===== src/rtl/gss_pkg.sv =====
// Shared types, codes and constants of the gear shift selector.
`timescale 1ns / 1ps

package gss_pkg;

  localparam int unsigned ModeW   = 3;
  localparam int unsigned ThrW    = 10;
  localparam int unsigned BndW    = 10;
  localparam int unsigned HystW   = 8;
  localparam int unsigned LeverW  = 2;
  localparam int unsigned GearW   = 3;
  localparam int unsigned CfgIdxW = 4;
  localparam int unsigned CfgDatW = 10;

  localparam logic [ThrW-1:0]  ThrottleMax = 10'd1000;
  localparam logic [GearW-1:0] GearFirst   = 3'd1;
  localparam logic [GearW-1:0] GearTop     = 3'd4;

  localparam logic [BndW-1:0]  RstBnd12 = 10'd200;
  localparam logic [BndW-1:0]  RstBnd23 = 10'd500;
  localparam logic [BndW-1:0]  RstBnd34 = 10'd800;
  localparam logic [HystW-1:0] RstHyst  = 8'd10;

  typedef enum logic [ModeW-1:0] {
    EvCycleLever = 3'd0,
    EvToggleMode = 3'd1,
    EvManualUp   = 3'd2,
    EvManualDown = 3'd3,
    EvAutoEval   = 3'd4
  } gss_event_e;

  typedef enum logic [LeverW-1:0] {
    LeverPark    = 2'd0,
    LeverReverse = 2'd1,
    LeverNeutral = 2'd2,
    LeverDrive   = 2'd3
  } gss_lever_e;

  typedef enum logic {
    DriveAuto   = 1'b0,
    DriveManual = 1'b1
  } gss_drive_e;

  typedef enum logic [CfgIdxW-1:0] {
    CfgBnd12 = 4'd0,
    CfgBnd23 = 4'd1,
    CfgBnd34 = 4'd2,
    CfgHyst  = 4'd3
  } gss_cfg_idx_e;

  typedef struct packed {
    logic [BndW-1:0]  bnd12;
    logic [BndW-1:0]  bnd23;
    logic [BndW-1:0]  bnd34;
    logic [HystW-1:0] hyst;
  } gss_cfg_t;

  typedef struct packed {
    logic [ModeW-1:0] mode;
    logic [ThrW-1:0]  throttle;
  } gss_item_t;

endpackage


===== src/rtl/gss_cfg_regs.sv =====
// Configuration registers: shift boundaries and automatic hysteresis.
`timescale 1ns / 1ps

module gss_cfg_regs (
  input  logic                        clk_i,
  input  logic                        rst_ni,
  input  logic                        cfg_valid_i,
  output logic                        cfg_ready_o,
  input  logic [gss_pkg::CfgIdxW-1:0] cfg_index_i,
  input  logic [gss_pkg::CfgDatW-1:0] cfg_data_i,
  output gss_pkg::gss_cfg_t           cfg_o
);
  import gss_pkg::*;

  gss_cfg_t cfg_q, cfg_d;

  assign cfg_ready_o = 1'b1;

  always_comb begin
    cfg_d = cfg_q;
    if (cfg_valid_i) begin
      case (cfg_index_i)
        CfgBnd12: cfg_d.bnd12 = cfg_data_i[BndW-1:0];
        CfgBnd23: cfg_d.bnd23 = cfg_data_i[BndW-1:0];
        CfgBnd34: cfg_d.bnd34 = cfg_data_i[BndW-1:0];
        CfgHyst:  cfg_d.hyst  = cfg_data_i[HystW-1:0];
        default:  cfg_d = cfg_q;
      endcase
    end
  end

  always_ff @(posedge clk_i or negedge rst_ni) begin
    if (!rst_ni) begin
      cfg_q.bnd12 <= RstBnd12;
      cfg_q.bnd23 <= RstBnd23;
      cfg_q.bnd34 <= RstBnd34;
      cfg_q.hyst  <= RstHyst;
    end else begin
      cfg_q <= cfg_d;
    end
  end

  assign cfg_o = cfg_q;

endmodule


===== src/rtl/gss_in_stage.sv =====
// Input register stage that holds one accepted event beat.
`timescale 1ns / 1ps

module gss_in_stage (
  input  logic               clk_i,
  input  logic               rst_ni,
  input  logic               in_valid_i,
  output logic               in_ready_o,
  input  gss_pkg::gss_item_t item_i,
  output logic               item_valid_o,
  input  logic               item_ready_i,
  output gss_pkg::gss_item_t item_o
);
  import gss_pkg::*;

  logic      valid_q, valid_d;
  gss_item_t item_q;

  assign in_ready_o = !valid_q || item_ready_i;

  always_comb begin
    valid_d = valid_q;
    if (in_ready_o) begin
      valid_d = in_valid_i;
    end
  end

  always_ff @(posedge clk_i or negedge rst_ni) begin
    if (!rst_ni) begin
      valid_q <= 1'b0;
    end else begin
      valid_q <= valid_d;
    end
  end

  always_ff @(posedge clk_i) begin
    if (in_valid_i && in_ready_o) begin
      item_q <= item_i;
    end
  end

  assign item_valid_o = valid_q;
  assign item_o       = item_q;

endmodule


===== src/rtl/gss_shift_core.sv =====
// Selector state, shift decision logic and the result register.
`timescale 1ns / 1ps

module gss_shift_core (
  input  logic                       clk_i,
  input  logic                       rst_ni,
  input  logic                       item_valid_i,
  output logic                       item_ready_o,
  input  gss_pkg::gss_item_t         item_i,
  input  gss_pkg::gss_cfg_t          cfg_i,
  output logic                       out_valid_o,
  input  logic                       out_ready_i,
  output logic [gss_pkg::LeverW-1:0] lever_o,
  output logic                       drive_mode_o,
  output logic [gss_pkg::GearW-1:0]  gear_o
);
  import gss_pkg::*;

  logic              fire;
  logic              out_valid_q, out_valid_d;
  logic [LeverW-1:0] lever_q, lever_d, lever_inc;
  logic              drive_q, drive_d;
  logic [GearW-1:0]  gear_q, gear_d;

  logic [ThrW-1:0]   thr_sat;
  logic              parked, gear_ok;
  logic [BndW-1:0]   up_bnd, lo_bnd;
  logic [BndW:0]     up_lim, thr_plus_h;
  logic              auto_up, auto_dn;

  // The result register is the state itself: it only moves when the result slot is free.
  assign item_ready_o = !out_valid_q || out_ready_i;
  assign fire         = item_valid_i && item_ready_o;

  always_comb begin
    out_valid_d = out_valid_q;
    if (fire) begin
      out_valid_d = 1'b1;
    end else if (out_ready_i) begin
      out_valid_d = 1'b0;
    end
  end

  always_comb begin
    thr_sat = (item_i.throttle > ThrottleMax) ? ThrottleMax : item_i.throttle;
    parked  = (lever_q == LeverPark);
    gear_ok = (gear_q >= GearFirst) && (gear_q <= GearTop);

    case (gear_q)
      3'd1:    up_bnd = cfg_i.bnd12;
      3'd2:    up_bnd = cfg_i.bnd23;
      default: up_bnd = cfg_i.bnd34;
    endcase
    case (gear_q)
      3'd2:    lo_bnd = cfg_i.bnd12;
      3'd3:    lo_bnd = cfg_i.bnd23;
      default: lo_bnd = cfg_i.bnd34;
    endcase

    // Lower bound minus hysteresis is compared as throttle plus hysteresis, so a
    // negative bound never causes a downshift.
    up_lim     = {1'b0, up_bnd} + {{(BndW + 1 - HystW){1'b0}}, cfg_i.hyst};
    thr_plus_h = {1'b0, thr_sat} + {{(BndW + 1 - HystW){1'b0}}, cfg_i.hyst};
    auto_up    = (gear_q < GearTop) && ({1'b0, thr_sat} > up_lim);
    auto_dn    = (gear_q > GearFirst) && (thr_plus_h < {1'b0, lo_bnd});
    lever_inc  = lever_q + 2'd1;
  end

  always_comb begin
    lever_d = lever_q;
    drive_d = drive_q;
    gear_d  = gear_q;
    if (fire) begin
      case (gss_event_e'(item_i.mode))
        EvCycleLever: begin
          lever_d = lever_inc;
          if (lever_inc == LeverNeutral || lever_inc == LeverDrive) begin
            gear_d = GearFirst;
          end
        end
        EvToggleMode: begin
          drive_d = !drive_q;
        end
        EvManualUp: begin
          if (drive_q == DriveManual && !parked && gear_q >= GearFirst &&
              gear_q < GearTop && thr_sat > up_bnd) begin
            gear_d = gear_q + 3'd1;
          end
        end
        EvManualDown: begin
          if (drive_q == DriveManual && !parked && gear_q > GearFirst &&
              gear_q <= GearTop && thr_sat < lo_bnd) begin
            gear_d = gear_q - 3'd1;
          end
        end
        EvAutoEval: begin
          if (drive_q == DriveAuto && !parked) begin
            if (!gear_ok) begin
              gear_d = GearFirst;
            end else if (auto_up) begin
              gear_d = gear_q + 3'd1;
            end else if (auto_dn) begin
              gear_d = gear_q - 3'd1;
            end
          end
        end
        default: begin
          gear_d = gear_q;
        end
      endcase
    end
  end

  always_ff @(posedge clk_i or negedge rst_ni) begin
    if (!rst_ni) begin
      out_valid_q <= 1'b0;
      lever_q     <= LeverPark;
      drive_q     <= DriveAuto;
      gear_q      <= GearFirst;
    end else begin
      out_valid_q <= out_valid_d;
      lever_q     <= lever_d;
      drive_q     <= drive_d;
      gear_q      <= gear_d;
    end
  end

  assign out_valid_o  = out_valid_q;
  assign lever_o      = lever_q;
  assign drive_mode_o = drive_q;
  assign gear_o       = gear_q;

endmodule


===== src/rtl/gear_shift_selector.sv =====
// Top level of the gear shift selector.
// An event beat is registered in the input stage and then in the state/result register.
// Throughput: one event per cycle unless the output is stalled; the input register
// and the state/result register form a two-stage pipeline with one decision step
// between them. Reset: lever in park, automatic mode, first gear, boundaries
// 200/500/800, hysteresis 10; the block is ready right after reset is released.
`timescale 1ns / 1ps

module gear_shift_selector (
  input  logic                        clk_i,
  input  logic                        rst_ni,
  input  logic                        in_valid_i,
  output logic                        in_ready_o,
  input  logic [gss_pkg::ModeW-1:0]   mode_i,
  input  logic [gss_pkg::ThrW-1:0]    throttle_i,
  output logic                        out_valid_o,
  input  logic                        out_ready_i,
  output logic [gss_pkg::LeverW-1:0]  lever_position_o,
  output logic                        drive_mode_now_o,
  output logic [gss_pkg::GearW-1:0]   gear_now_o,
  input  logic                        cfg_valid_i,
  output logic                        cfg_ready_o,
  input  logic [gss_pkg::CfgIdxW-1:0] cfg_index_i,
  input  logic [gss_pkg::CfgDatW-1:0] cfg_data_i
);
  import gss_pkg::*;

  gss_item_t in_item, stage_item;
  logic      stage_valid, stage_ready;
  gss_cfg_t  cfg;

  assign in_item.mode     = mode_i;
  assign in_item.throttle = throttle_i;

  gss_cfg_regs u_cfg_regs (
    .clk_i       (clk_i),
    .rst_ni      (rst_ni),
    .cfg_valid_i (cfg_valid_i),
    .cfg_ready_o (cfg_ready_o),
    .cfg_index_i (cfg_index_i),
    .cfg_data_i  (cfg_data_i),
    .cfg_o       (cfg)
  );

  gss_in_stage u_in_stage (
    .clk_i        (clk_i),
    .rst_ni       (rst_ni),
    .in_valid_i   (in_valid_i),
    .in_ready_o   (in_ready_o),
    .item_i       (in_item),
    .item_valid_o (stage_valid),
    .item_ready_i (stage_ready),
    .item_o       (stage_item)
  );

  gss_shift_core u_shift_core (
    .clk_i        (clk_i),
    .rst_ni       (rst_ni),
    .item_valid_i (stage_valid),
    .item_ready_o (stage_ready),
    .item_i       (stage_item),
    .cfg_i        (cfg),
    .out_valid_o  (out_valid_o),
    .out_ready_i  (out_ready_i),
    .lever_o      (lever_position_o),
    .drive_mode_o (drive_mode_now_o),
    .gear_o       (gear_now_o)
  );

endmodule


===== config.mk =====
export PLATFORM = sky130hd
export DESIGN_NAME = gear_shift_selector
export DESIGN_NICKNAME = d
export VERILOG_FILES = /design/src/rtl/gss_pkg.sv /design/src/rtl/gss_cfg_regs.sv /design/src/rtl/gss_in_stage.sv /design/src/rtl/gss_shift_core.sv /design/src/rtl/gear_shift_selector.sv
export SDC_FILE = /design/constraint.sdc
export NUM_CORES = 1
export LEC_CHECK = 0
export BUFFER_PORTS_ARGS = -buffer_cell sky130_fd_sc_hd__buf_2
export CAP_MARGIN = 15
export CORE_ASPECT_RATIO = 0.9
export CORE_UTILIZATION = 40
export CTS_CLUSTER_DIAMETER = 200
export CTS_CLUSTER_SIZE = 10
export DETAILED_ROUTE_END_ITERATION = 8
export SYNTH_ARGS = -nofsm -noshare
export SYNTH_HDL_FRONTEND = slang
export SYNTH_SLANG_ARGS = --single-unit

===== constraint.sdc =====
create_clock -name clk_i -period 4.7 [get_ports clk_i]
set_input_delay 0.94 -clock clk_i [delete_from_list [all_inputs] [get_ports clk_i]]
set_output_delay 0.94 -clock clk_i [all_outputs]
set_load 0.02 [all_outputs]

# --- Yosys cells after proc, flatten, opt, wreduce, memory -nomap -nowiden ---
# Index checks and enable logic that the tools add are counted.
classes:
  add_sub_neg: 5
  magnitude_cmp: 9
  eq_ne: 17
  muxes: 13
  bitwise_logic: 1
  n_reduce_logical: 32
op_table:
  columns: ["op", "n"]
  rows:
  - ["$pmux W10 S2", 2]
  - ["$add A10 B8 Y11", 2]
  - ["$mux W3", 7]
  - ["$logic_and A1 B1 Y1", 13]
  - ["$eq A3 B2 Y1 const B", 4]
  - ["$pmux W3 S4", 1]
  - ["$reduce_and A2 Y1", 6]
  - ["$gt A10 B11 Y1", 1]
  - ["$lt A11 B10 Y1", 1]
  - ["$gt A10 B10 Y1", 1]
  - ["$gt A10 B10 Y1 const B", 1]
  - ["$lt A10 B10 Y1", 1]
  - ["$mux W10", 1]
  - ["$eq A4 B2 Y1 const B", 2]
  - ["$ne A2 B1 Y1 const B", 4]
  - ["$reduce_and A7 Y1", 1]
  - ["$eq A3 B1 Y1 const B", 2]
  - ["$eq A2 B2 Y1 const B", 2]
  - ["$eq A4 B1 Y1 const B", 1]
  - ["$logic_not A1 Y1", 4]
  - ["$logic_not A4 Y1", 1]
  - ["$ne A4 B4 Y1 const B", 1]
  - ["$reduce_bool A4 Y1", 1]
  - ["$add A3 B1 Y3 const B", 1]
  - ["other kinds (13)", 16]
totals:
  ff_bits: 59
  output_inout_bits: 9
  elab_cells: 88

# --- Logic depth before layout (Yosys ltp) ---
logic_depth:
  depth_word: 10
  depth_mapped: 21
  mapped_depth_nobuf: 21

# --- Modules after synthesis ---
# From an unflattened synthesis, not the netlist that was laid out.
unflattened:
  hier_cells: 439
  area_unflattened_um2: 4631.9
modules_own_cells:
  columns: ["mod", "instances", "cells_per_inst", "area_per_inst_um2", "seq_area_each_um2"]
  rows:
  - ["gss_shift_core", 1, 336, 2621.3, 176.4]
  - ["gss_cfg_regs", 1, 86, 1566.5, 968.4]
  - ["gss_in_stage", 1, 17, 444.2, 415.4]

# --- Worst setup path before layout ---
# No wires, ideal clock.
synth_timing:
  kind: "register -> register"
  start: "register u_shift_core.gear_q[0] (netlist: u_shift_core.gear_o[0])"
  end: "register u_shift_core.gear_q[1] (netlist: u_shift_core.gear_o[1])"
  setup_ns: 0.127
  arrival_time_ns: 4.294
  required_time_ns: 4.573
  setup_slack_ns: 0.279
  stages_incl_launch_ff: 20
  n_path_buf: 1
  synth_period_minus_slack_ns: 4.421
  path_cell_list: "dfstp_2 > ha_1 > clkbuf_1 > a22oi_1 > o21ai_0 > ha_1 > inv_1 > fa_1 > nand3b_1 > a31oi_1 > o21ai_0 > xnor2_1 > ha_1 > nor3_1 > o21ai_0 > a211o_1 > o311a_1 > a211o_1 > o311a_2 > mux2_1"
synth_via:
  elab_chain_len: 9
  word_cells_on_any_way: 36
synth_rtl:
  columns: ["item", "line", "rtl"]
  rows:
  - ["from (decl)", "gss_shift_core.sv:23", "logic [GearW-1:0] gear_q, gear_d;"]
  - ["from (signal assigned)", "gss_shift_core.sv:119", "gear_q <= GearFirst;"]
  - ["from (signal assigned)", "gss_shift_core.sv:124", "gear_q <= gear_d;"]
  - ["$eq A3 B2 Y1 / $eq A3 B1 Y1 (equally long branches)", "gss_shift_core.sv:49, gss_shift_core.sv:54", null]
  - ["$pmux W10 S2", "gss_shift_core.sv:49", "case (gear_q)"]
  - ["$add A10 B8 Y11", "gss_shift_core.sv:62", "up_lim = {1'b0, up_bnd} + {{(BndW + 1 - HystW){1'b0}}, cfg_i.hyst};"]
  - ["$gt A10 B11 Y1", "gss_shift_core.sv:64", "auto_up = (gear_q < GearTop) && ({1'b0, thr_sat} > up_lim);"]
  - ["$logic_and A1 B1 Y1", "gss_shift_core.sv:64", null]
  - ["$mux W3", "gss_shift_core.sv:100", "end else if (auto_up) begin"]
  - ["$mux W3", "gss_shift_core.sv:98", "if (!gear_ok) begin"]
  - ["$mux W3", "gss_shift_core.sv:97", "if (drive_q == DriveAuto && !parked) begin"]
  - ["$pmux W3 S4", "gss_shift_core.sv:74", "case (gss_event_e'(item_i.mode))"]
# Several ways; a longest one is shown, not always the timed one. The select of a mux whose other input is x is not followed.
# A chain may end at the register's enable or synchronous reset.

# --- Final worst setup path ---
# Ends and elaborated chain as after synthesis.

==> tab_implementation.tex <==
\begin{tabular}{lr}
\hline
Metric & Value \\
\hline
\multicolumn{2}{l}{\textbf{Worst hold path}} \\
\quad Worst min-delay path category & input port to asynchronous set/reset pin \\
\multicolumn{2}{l}{\textbf{Die}} \\
\quad Die footprint & 11,600 sq um \\
\quad Horizontal extent of the die & between 100 and 150 um \\
\quad Die outline height & around 100 um \\
\quad Core outline area & approximately 11,000 sq um \\
\quad Number of I/O pins & 41 \\
\quad Initial Util & 41.2\% \\
\quad Rows & 36 \\
\multicolumn{2}{l}{\textbf{Global routing}} \\
\quad Tot GR Track Use & 21.1\% \\
\quad Number of antenna violations at the first check in global routing & 0 \\
\quad Via count of the first global-routing pass & 3,542 \\
\quad Maximum number of pins on one net before global-route repair & 47 \\
\quad Total grt overflow & 0 \\
\quad First-pass GRT wire length & 18.3 mm \\
\multicolumn{2}{l}{\textbf{Critical path}} \\
\quad Crit path required time & 4.92 ns \\
\quad Max FO, Critical Path & 7 \\
\quad Top Family by Delay on Critical Path & compound AO/OA/AOI/OAI gates \\
\quad Data arrival time of the critical path & 4.65 ns \\
\quad CP peak stage delay & between 0.5 and 0.6 ns \\
\quad Slowest stage cell, crit path & sky130\_fd\_sc\_hd\_\_dfstp\_2 \\
\quad Start-to-end type of the worst setup path & flip-flop to flip-flop \\
\quad Critical path startpoint category & flip-flop \\
\quad Sort of element at the end of the critical path & flip-flop \\
\quad Series of cell instances along the critical path & inv\_1 > ha\_4 > o21bai\_4 > buf\_4 > nand2\_1 > o21ai\_1 > ha\_1 > a21o\_1 > a21oi\_1 > o21ai\_0 > a211oi\_1 > nor3\_1 > xor2\_1 > ha\_1 > nor3\_1 > o21ai\_0 > a211o\_1 > o311a\_1 > a211o\_1 > o311a\_2 > mux2\_1 \\
\quad Total buffers and inverters traversed by the critical path & 2 \\
\multicolumn{2}{l}{\textbf{Synth}} \\
\quad Number of flops mapped to enable cells by yosys & 13 \\
\quad Syn. warnings & 0 \\
\quad Most frequently used cell type in the post-synthesis netlist & sky130\_fd\_sc\_hd\_\_ha\_1 \\
\quad Post-synth cell types & 64 \\
\quad Top cell type's share of synthesized area & 17.3\% \\
\quad Flop and latch count out of synthesis & 59 \\
\quad Area contributors post-synth & sky130\_fd\_sc\_hd\_\_dfrtp\_1, sky130\_fd\_sc\_hd\_\_ha\_1, sky130\_fd\_sc\_hd\_\_mux2\_2 \\
\quad Cell taking the most area after synthesis & sky130\_fd\_sc\_hd\_\_dfrtp\_1 \\
\quad Share of synthesized area occupied by flip-flops and latches & 34.9\% \\
\quad Most common flop cell mapped by yosys & sky130\_fd\_sc\_hd\_\_dfrtp\_1 \\
\quad Cells after Synth & 438 \\
\quad Number of nets produced by synthesis & around 530 \\
\quad Proportion of synthesized flip-flops having asynchronous set or reset & 78.0\% \\
\quad Syn\_area\_per\_cell & just over 10 sq um \\
\quad Post-Syn Area & about 4500 sq um \\
\quad Most frequent cells after synthesis & sky130\_fd\_sc\_hd\_\_ha\_1, sky130\_fd\_sc\_hd\_\_mux2\_2, sky130\_fd\_sc\_hd\_\_dfrtp\_1 \\
\multicolumn{2}{l}{\textbf{Place}} \\
\quad Placed instance area & 4910 sq um \\
\quad Placed wire-length estimate & 8.99 mm \\
\quad \# port buffers & 39 \\
\quad Pre-CTS setup slack & roughly 0.0024 ns \\
\quad Weighted congestion at the end of routability-driven global placement & 0.908 \\
\multicolumn{2}{l}{\textbf{Finish}} \\
\quad Antenna fix cells & 0 \\
\quad Number of fillers in the final layout & 1,031 \\
\quad Synthesis-to-finish area growth & 17.7\% \\
\quad Share of post-route cells with drive strength above 1 & 29.0\% \\
\quad Layout Cell Area excl Fill & 5270 sq um \\
\quad Total Nets Final & 588 \\
\multicolumn{2}{l}{\textbf{STA}} \\
\quad Max-slew violations & 0 \\
\quad Ratio of final minimum period to clock period & between 90\% and 100\% \\
\quad Worst slew margin relative to its limit & between 40 and 50\% \\
\quad Final-layout setup total negative slack & 0 ns \\
\quad Hold Violations, Final & 0 \\
\quad Hold\_ws & around 0.46 ns \\
\quad Slew at the pin closest to its max-slew limit & 0.891 ns \\
\quad Final setup vio count & 0 \\
\quad Final Skew & 0.00732 ns \\
\quad Setup repair after global routing missed its margin & false \\
\quad Final WS setup & about 0.27 ns \\
\quad Top achievable clock speed & around 0.23 GHz \\
\quad Time the worst path needs with I/O delays and setup & 4.43 ns \\
\multicolumn{2}{l}{\textbf{Clock tree}} \\
\quad Clock transition at the registers of the reported paths & 0.05 ns \\
\quad Count of hold buffers inserted by post-cts repair & 0 \\
\quad Root Buffer & sky130\_fd\_sc\_hd\_\_clkbuf\_16 \\
\quad CTS Buffer Depth & 2 \\
\quad Clock tree sinks & between 50 and 60 \\
\quad Number of clock buffers inserted by TritonCTS & 9 \\
\quad Maximum level of the CTS H-tree & 3 \\
\quad Clock latency on the worst-skew pair & 0.34 ns \\
\quad CTS tree & built \\
\multicolumn{2}{l}{\textbf{Drt}} \\
\quad Wire length per cell & approximately 18 um \\
\quad First DRT Iteration DRCs & 134 \\
\quad Vias/cell & 5.49 \\
\quad Number of remaining DRC errors & 0 \\
\quad First-pass detailed-route iteration total & 4 \\
\quad Routed WL & 11.5 mm \\
\quad Detailed-route via count & 3,581 \\
\quad Post-detailed-route count of antenna-violating nets & 0 \\
\multicolumn{2}{l}{\textbf{Power}} \\
\quad Flop pwr share & a little under a quarter \\
\quad Worst ir drop on vdd & 0.312 mV \\
\quad Net Sw Power & 1.44 mW \\
\quad Switching fraction of total power & a little over two fifths \\
\quad Clk pwr share & 18.9\% \\
\quad Cell Pwr Density & roughly 650 nW/um\^{}2 \\
\quad Cell internal pwr & between 1.5 and 2 mW \\
\quad Leakage power total & roughly 2.3 nW \\
\quad Power share of the combinational group & 58.0\% \\
\multicolumn{2}{l}{\textbf{Run}} \\
\quad Number of max-capacitance violations reported & 0 \\
\multicolumn{2}{l}{\textbf{Run status}} \\
\quad Result of the run & finished, final reports clean \\
\hline
\end{tabular}
-- timing repair --
action / 4_1_cts / 5_1_grt
pin swaps: 1 / 2
gates resized for setup: 0 / 6
setup endpoints to repair: 3 / 3
hold endpoints to repair: 0 / 0
setup buffers: 2 / 3
-- cells by family (layout without fill, tap and decap cells) --
logic type	count (synthesis)	in the layout	synth area share, %
adders and majority gates	64	64	18.0
and+or+nand+nor	93	93	10.9
AOI/OAI and AO/OA	117	117	17.8
buffers and inverters	42	104	3.83
muxes	44	44	11.0
xor gates and xnor gates	18	18	3.52
other	1	1	0.0838
DFF	59	59	34.9
-- layer usage --
layer  GRT usage (%)  vias to the layer above  part of all wire (%)
met2            32.9                       58                    44
met1            28.9                     1752                    51
met3            4.63                       17                   3.3
met5               0                        -                     0
met4            7.89                        0                   1.6
li1                -                     1754                     -
-- cell type report --
class / instances / area [sq um] / area share, %
multi-input cells: 337 / 2760 / 52.4
repair buffers: 60 / 365 / 6.94
flip-flops and latches: 59 / 1560 / 29.6
clock inverters: 3 / 17.5 / 0.333
well taps: 152 / 190 / 3.61
clock buffers: 13 / 272 / 5.15
inverters: 28 / 105 / 2.00
-- placed cells by master, fill, tap and decap left out, types with 13 or more instances in the layout --
master,Yosys,final
sky130_fd_sc_hd__edfxtp_1,13,13
sky130_fd_sc_hd__o21ai_0,23,20
sky130_fd_sc_hd__buf_4,1,20
sky130_fd_sc_hd__nand2_1,27,27
sky130_fd_sc_hd__buf_2,3,39
sky130_fd_sc_hd__ha_1,60,58
sky130_fd_sc_hd__dfstp_2,15,15
sky130_fd_sc_hd__dfrtp_1,31,31
sky130_fd_sc_hd__inv_1,27,27
sky130_fd_sc_hd__a21oi_1,29,29
sky130_fd_sc_hd__nor2_1,20,20
sky130_fd_sc_hd__mux2_2,41,41
-- stage by stage --
stage / cells / total power [mW] / utilization [%]
floorplan: 438 / 2.17 / -
global placement: 630 / 2.65 / 45.2
detailed placement: 630 / 2.68 / 45.2
CTS: 648 / 3.37 / 48.0
global route: 652 / 3.72 / 48.5
finish: 652 / 3.40 / 48.5
-- path summary, 6_finish.rpt --
check,startpoint,end,slack (ns),depth (start not counted)
max in group asynchronous,rst_ni,u_cfg_regs.cfg_o[22]$_DFFE_PN1P_,3.70,2
worst min register to register,u_shift_core.lever_o[0]$_DFFE_PN0P_,u_shift_core.lever_o[0]$_DFFE_PN0P_,0.49,1
worst max register to register,u_shift_core.gear_o[0]$_DFFE_PN1P_,u_shift_core.gear_o[1]$_DFFE_PN0P_,0.27,21
worst max-delay path,u_shift_core.gear_o[0]$_DFFE_PN1P_,u_shift_core.gear_o[1]$_DFFE_PN0P_,0.27,21
worst min-delay path,rst_ni,u_shift_core.gear_o[2]$_DFFE_PN0P_,0.46,1
min in group clk_i,u_shift_core.lever_o[0]$_DFFE_PN0P_,u_shift_core.lever_o[0]$_DFFE_PN0P_,0.49,1
-- flip-flops by register name (all words and copies together) (netlist names) --
register                   cells
u_cfg_regs.cfg_o              38
u_in_stage.item_o             13
u_in_stage.item_valid_o        1
u_shift_core.drive_mode_o      1
u_shift_core.gear_o            3
u_shift_core.lever_o           2
u_shift_core.out_valid_o       1
-- power groups by stage --
stage | Combinational, mW | Clock [mW] | Sequential, mW
finish | 1.97 | 0.644 | 0.786
global route | 2.24 | 0.675 | 0.804
CTS | 1.93 | 0.657 | 0.785
detailed placement | 1.89 | 0 | 0.793
global placement | 1.86 | 0 | 0.792
floorplan | 1.39 | 0 | 0.772
Note: power is estimated with default switching activity, not from simulation.
